### config.mk
export PLATFORM = sky130hd
export DESIGN_NAME = cnbw_isqrt
export DESIGN_NICKNAME = d
export VERILOG_FILES = /design/src/design/cnbw_pkg.sv /design/src/design/cnbw_isqrt.sv
export SDC_FILE = /design/constraint.sdc
export NUM_CORES = 1
export LEC_CHECK = 0
export BUFFER_PORTS_ARGS = -buffer_cell sky130_fd_sc_hd__buf_2
export CORE_MARGIN = 2
export CORE_UTILIZATION = 40
export CTS_CLUSTER_SIZE = 10
export DETAILED_ROUTE_END_ITERATION = 10
export GPL_ROUTABILITY_DRIVEN = 0
export PLACE_DENSITY = 0.61
export SYNTH_ARGS = -nofsm -noshare
export SYNTH_HDL_FRONTEND = slang
export SYNTH_SLANG_ARGS = --single-unit
### constraint.sdc
create_clock -name clk -period 3.5 [get_ports clk]
set_input_delay 0.7 -clock clk [delete_from_list [all_inputs] [get_ports clk]]
set_output_delay 0.7 -clock clk [all_outputs]
set_load 0.02 [all_outputs]
### src/design/cnbw_pkg.sv
package cnbw_pkg;

  localparam int COORD_FRAC_BITS_DEF = 16;
  localparam int WORK_FRAC = 24;

  localparam logic [31:0] HASH_A = 32'd374761393;
  localparam logic [31:0] HASH_B = 32'd668265263;
  localparam logic [31:0] HASH_C = 32'd1274126177;

  localparam int NCELL = 9;
  localparam int NBIOME = 4;

  localparam int DELTA_W = WORK_FRAC + 2;
  localparam int SQ_W = 2 * DELTA_W - 2;
  localparam int DIST_W = SQ_W + 1;
  localparam int S_W = 36;
  localparam int R_W = S_W / 2;
  localparam int T_W = S_W + R_W;
  localparam int WRAW_W = 35;
  localparam int SUM_W = WRAW_W + 2;
  localparam int WT_W = 17;

  localparam logic [S_W-1:0] EPS_Q32 = S_W'(429497);
  localparam logic [63:0] RAW_NUM = 64'h8000_0000_0000_0000;

  localparam int FRONT_STAGES = 8;
  localparam int LATENCY = FRONT_STAGES + R_W + 1 + WRAW_W + 2 + WT_W;
  localparam int PRES_DELAY = R_W + 1 + WRAW_W;

  function automatic logic [31:0] cell_ofs(input int ddx, input int ddz);
    longint v;
    v = longint'(ddx) * longint'(HASH_A) + longint'(ddz) * longint'(HASH_B);
    return v[31:0];
  endfunction

endpackage

### src/design/cnbw_isqrt.sv
module cnbw_isqrt
  import cnbw_pkg::*;
#(
  parameter int SW = S_W
) (
  input  logic            clk,
  input  logic            en,
  input  logic [SW-1:0]   operand,
  output logic [SW/2-1:0] root,
  output logic [SW-1:0]   operand_out
);

  localparam int RW = SW / 2;

  logic [SW-1:0] v_p   [RW];
  logic [SW-1:0] res_p [RW];
  logic [SW-1:0] op_p  [RW];

  genvar k;
  generate
    for (k = 0; k < RW; k++) begin : g_step
      localparam logic [SW-1:0] BIT = SW'(1) << (2 * (RW - 1 - k));
      logic [SW-1:0] v_in, res_in, op_in, tmp, v_next, res_next;

      if (k == 0) begin : g_first
        assign v_in   = operand;
        assign res_in = '0;
        assign op_in  = operand;
      end else begin : g_rest
        assign v_in   = v_p[k-1];
        assign res_in = res_p[k-1];
        assign op_in  = op_p[k-1];
      end

      always_comb begin
        tmp = res_in + BIT;
        if (v_in >= tmp) begin
          v_next   = v_in - tmp;
          res_next = (res_in >> 1) + BIT;
        end else begin
          v_next   = v_in;
          res_next = res_in >> 1;
        end
      end

      always_ff @(posedge clk) begin
        if (en) begin
          v_p[k]   <= v_next;
          res_p[k] <= res_next;
          op_p[k]  <= op_in;
        end
      end
    end
  endgenerate

  assign root        = res_p[RW-1][RW-1:0];
  assign operand_out = op_p[RW-1];

endmodule

# == Word-level counts from Yosys, hierarchy flattened ==
# Memories as Yosys holds them, arrays and structs flattened.
# Cells that the tools add are included.
# word_totals
ff_bits,0
mem_bits_rw,1944
inputBits,38
out_inout_bits,54
word_cells,111
mem_count,3
# mem_list
name,depth,word_bits,read_ports,rd_clocked_by_memory_dff,write_ports,line_no,rtl
op_p,18,36,18,0,18,cnbw_isqrt.sv:17,logic [SW-1:0] op_p [RW];
res_p,18,36,18,0,18,cnbw_isqrt.sv:16,logic [SW-1:0] res_p [RW];
v_p,18,36,17,0,18,cnbw_isqrt.sv:15,logic [SW-1:0] v_p [RW];
# classes
addsub,52
magnitude_cmp,18
muxes,38
# ops
cell,count
2-to-1 mux 36 bit,35
greater-or-equal comparator 36 bit,17
subtractor 36 bit,17
"adder 35 x 1 -> 36 bit, second input constant",1
"adder 35 x 11 -> 36 bit, second input constant",1
"adder 35 x 13 -> 36 bit, second input constant",1
"adder 35 x 15 -> 36 bit, second input constant",1
"adder 35 x 17 -> 36 bit, second input constant",1
"adder 35 x 19 -> 36 bit, second input constant",1
"adder 35 x 21 -> 36 bit, second input constant",1
"adder 35 x 23 -> 36 bit, second input constant",1
"adder 35 x 25 -> 36 bit, second input constant",1
"adder 35 x 27 -> 36 bit, second input constant",1
"adder 35 x 29 -> 36 bit, second input constant",1
"adder 35 x 3 -> 36 bit, second input constant",1
"adder 35 x 31 -> 36 bit, second input constant",1
"adder 35 x 33 -> 36 bit, second input constant",1
"adder 35 x 5 -> 36 bit, second input constant",1
"adder 35 x 7 -> 36 bit, second input constant",1
"adder 35 x 9 -> 36 bit, second input constant",1
"adder 36 x 1 -> 36 bit, second input constant",1
"adder 36 x 11 -> 36 bit, second input constant",1
"adder 36 x 13 -> 36 bit, second input constant",1
"adder 36 x 15 -> 36 bit, second input constant",1
other kinds (17),18

# == Logic depth before layout (Yosys ltp) ==
# An unclocked memory read counts as a cell.
# depth
ltp_word,4
mapped_depth,12
depth_no_buf,12

# == Least setup slack after synthesis ==
# Ideal clock, no wire load.
# synth_timing
kind,reg-to-reg
from,memory v_p[15][16] (netlist bit)
to,"memory v_p[16][33] (netlist bit), data pin"
setup_ps,258
arrival_ps,2702
required_time_ps,3242
setup_slack_ps,541
path_stages_with_launch,12
n_path_buf,2
synth_period_minus_slack_ps,2959
path_cell_list,edfxtp_1 > ha_1 > clkbuf_2 > nand4_1 > or3_1 > nor4_1 > and4b_1 > o211a_1 > clkbuf_1 > nor4b_2 > nand3b_1 > xnor2_1
# synth_rtl
element,line_no
start: declaration,cnbw_isqrt.sv:15

==> results by group <==
Detailed routing
  – Final WL: 77,800 µm
  – Vias/cell: 4.96
  – Post-route ant nets: 0
  – Wirelength per Cell: 15.7 µm
  – DR pass1 iterations: 7
  – Post-route DRC: 0
  – Vias: 24,500
  – Initial drt markers: 1,496

Power
  – PD cells: 626 nW/µm²
  – Leakage: 0.0195 µW
  – Maximum VDD drop: 0.000463 V

Synth
  – Synthesized net count: 3,349
  – Cell Area, Synth: 46,700 µm²
  – Primary FF master, synth: edfxtp_1
  – Asr flop ratio synth: 0%
  – Sequential area share after synthesis: 72.3%
  – Synth Warn #: 0
  – Yosys reg bits: 1,125
  – Post-synth EDFFs: 1,125
  – Mean Syn Cell Area: 14.9 µm²
  – Post-Synthesis Cells: 3,126
  – Synth cell types: 78

STA
  – Fin. Hold Viols: 0
  – Period Utilization, post-route: 94.3%
  – Setup violators final: 0
  – Min cycle time layout: 3.30 ns
  – Least-Margin Pin Slew: 0.747 ns
  – Final Slew Violations: 0
  – Fmax: 303 MHz
  – Max-slew headroom: 49.7%
  – RSZ-0062 raised after global routing: no
  – Layout Skew: 0.0372 ns

Cells and area
  – Final net count: 3,611
  – Area grow syn2layout: 14.5%
  – Final design utilization: 46.1%
  – Fraction of layout cells with a size suffix above 1: 10.9%
  – Ant diodes: 0
  – Final Cell Area: 53,500 µm²

Worst setup path
  – Critical-path maximum fanout: 9
  – Crit path cell chain: ha_1 > nand4_1 > or3_1 > nor4_4 > and4b_1 > o211a_1 > nor4b_4 > nand3b_1 > xnor2_1
  – Worst Path Arrival: 3.77 ns
  – Reg-to-reg endpoint: v_p[16][30]$_DFFE_PP_
  – WP data required: 3.98 ns
  – Critical Path Source: v_p[15][15]$_DFFE_PP_
  – Crit. End Element: register
  – Crit Path Class: reg -> reg
  – RR Startpoint: v_p[15][15]$_DFFE_PP_
  – CP Launch Type: register
  – Worst path slowest cell: or3_1
  – CP peak stage delay: 0.51 ns
  – FF-to-FF path depth: 9
  – Family with the most delay on the worst path: simple AND/OR/NAND/NOR gates
  – Crit path to: v_p[16][30]$_DFFE_PP_
  – R2R Setup Slk: 0.20 ns
  – Cell count along the critical path: 9
  – Buf/Inv on CP: 0

Global routing
  – Initial antenna violation count: 0
  – Total track usage: 13.1%
  – Vias in the first global route: 25,400
  – First-pass GRT wire length: 126,000 µm
  – Grt ovf: 0
  – Largest net degree at the start of global routing: 134

Clock tree
  – CTS sink count: 1,125
  – Clock latency on the worst-skew pair: 0.75 ns
  – Post-CTS Setup Inserts: 0
  – Root Driver: clkbuf_16
  – CTS tree: built
  – Num CTS Buffers: 133
  – Clk slew on worst S/H paths: 0.05 ns
  – H-tree depth: 4
  – Clock Tree Buf Depth: 3

Min path
  – Worst min path class: in -> reg

Place
  – DP Area: 49,700 µm²
  – IO Port Bufs: 91
  – Hpwl dp: 54,700 µm

Floorplanning
  – # rows: 125
  – Die Span Y: 346 µm
  – Initial Util: 40.3%
  – Die width: 346 µm
  – Core ar.: 116,000 µm²
  – Die area: 120,000 µm²
  – I/O Pins: 92

Outcome
  – Outcome: finished, final reports clean

Job
  – Number of max-cap violations: 0
-- power by group --
part | total, µW | switching, µW | internal (µW)
logic | 4040 | 2300 | 1750
clock network | 12100 | 5130 | 6950
registers | 17400 | 822 | 16500
total | 33500 | 8250 | 25200
-- layout make-up --
cell class | count | area, µm²
Multi-Input combinational cell | 1745 | 12000
Inverter | 223 | 837
Clock buffer | 143 | 3390
Timing Repair Buffer | 160 | 1150
Clock inverter | 22 | 415
Fill cell | 10100 | 62500
Sequential cell | 1125 | 33800
Tap cell | 1524 | 1910
-- worst min path at each step --
stage	start	endpoint	slack [ns]	cells past startpoint
3_3_place_gp	op_p[10][34]$_DFFE_PP_	op_p[11][34]$_DFFE_PP_	0.40	0
2_1_floorplan	op_p[9][16]$_DFFE_PP_	op_p[10][16]$_DFFE_PP_	0.40	0
4_1_cts	operand[31]	op_p[0][31]$_DFFE_PP_	0.08	1
6_report	operand[21]	op_p[0][21]$_DFFE_PP_	0.13	1
5_1_grt	operand[0]	op_p[0][0]$_DFFE_PP_	0.09	1
3_5_place_dp	op_p[9][30]$_DFFE_PP_	op_p[10][30]$_DFFE_PP_	0.40	0
-- per-layer routing --
metal / share of wire (%) / GRT usage [%]
met1: 38 / 13.2
met5: 0 / 0
met3: 3.3 / 2.51
met4: 4.6 / 7.07
met2: 54 / 25.2
-- cells in the final DEF (no fill, tap or decap), types with 26 or more instances in the layout --
| cell type | n |
|---|---|
| o21ai_0 | 150 |
| nor2_1 | 162 |
| a21o_1 | 30 |
| nand3_1 | 31 |
| or3_1 | 29 |
| xor2_1 | 123 |
| clkbuf_16 | 134 |
| nor2b_1 | 26 |
| buf_2 | 90 |
| mux2_2 | 26 |
| edfxtp_1 | 1125 |
| xnor2_1 | 126 |
| inv_1 | 219 |
| ha_1 | 185 |
| nand2_1 | 194 |
| nand2b_1 | 34 |
| buf_4 | 56 |
| or4_1 | 29 |
| a21oi_1 | 142 |
| o21a_1 | 36 |
| nand4_1 | 35 |
| nor3_1 | 85 |
| nor4_1 | 92 |
-- sequential cells by signal, indices dropped and copies added (netlist names) --
name,count
v_p,306
op_p,648
res_p,171
-- cells by family (layout without fill, tap and decap cells) --
logic type      Yosys count  count (layout)  synth area share [%]
mux                      32              32                 0.755
simple gates            791             791                  8.82
fa+ha+maj               185             185                  4.95
compound gates          488             488                  6.42
flops                  1125            1125                  72.3
buf+inv                 256             548                  2.08
xor+xnor                249             249                  4.67
-- synth_stat cells (all sizes together) (7+ instances only) --
master   count  area [µm²]
nor3        85         425
xor2       123        1080
or4         30         229
nor2       163         619
ha         185        2310
nand2b      34         213
a211oi      17         128
or3         29         181
nor2b       26         163
o21ai      152         761
edfxtp    1125       33800
inv        223         837
nor4b       13         126
a211o       10        87.6
o21a        36         270
mux2        26         293
a21oi      143         719
nand4       35         219
nand3       31         155
o211ai      10        75.1
buf         10        47.6
nor4        98         649
clkbuf      23        88.8
and3         7        43.8
xnor2      126        1100
a31oi        8        50.1
nand2      194         728
o21bai      14         109
o31ai       16         120
a2111oi      7        67.6
or2         10        62.6
a21o        30         225
-- timing repair --
action	CTS	global route
resized for setup	2	5
pin swaps	0	1
hold buffers	0	0
endpoints found under the setup margin	22	17
cloned	0	0
-- stage by stage --
step / cells / hold slack, ns / TNS (ns) / worst slack [ns] / total power, µW
global placement: 4777 / 0.400 / -2.97 / -0.291 / 21600
floorplan: 3126 / 0.400 / 0 / 0.541 / 20200
global route: 4942 / 0.0895 / 0 / 0.0117 / 35100
CTS: 4942 / 0.0784 / -0.0262 / -0.0143 / 33900
finish: 4942 / 0.130 / 0 / 0.201 / 33500
detailed placement: 4777 / 0.405 / -3.71 / -0.345 / 21700
Power figures use the tool's default switching activity.
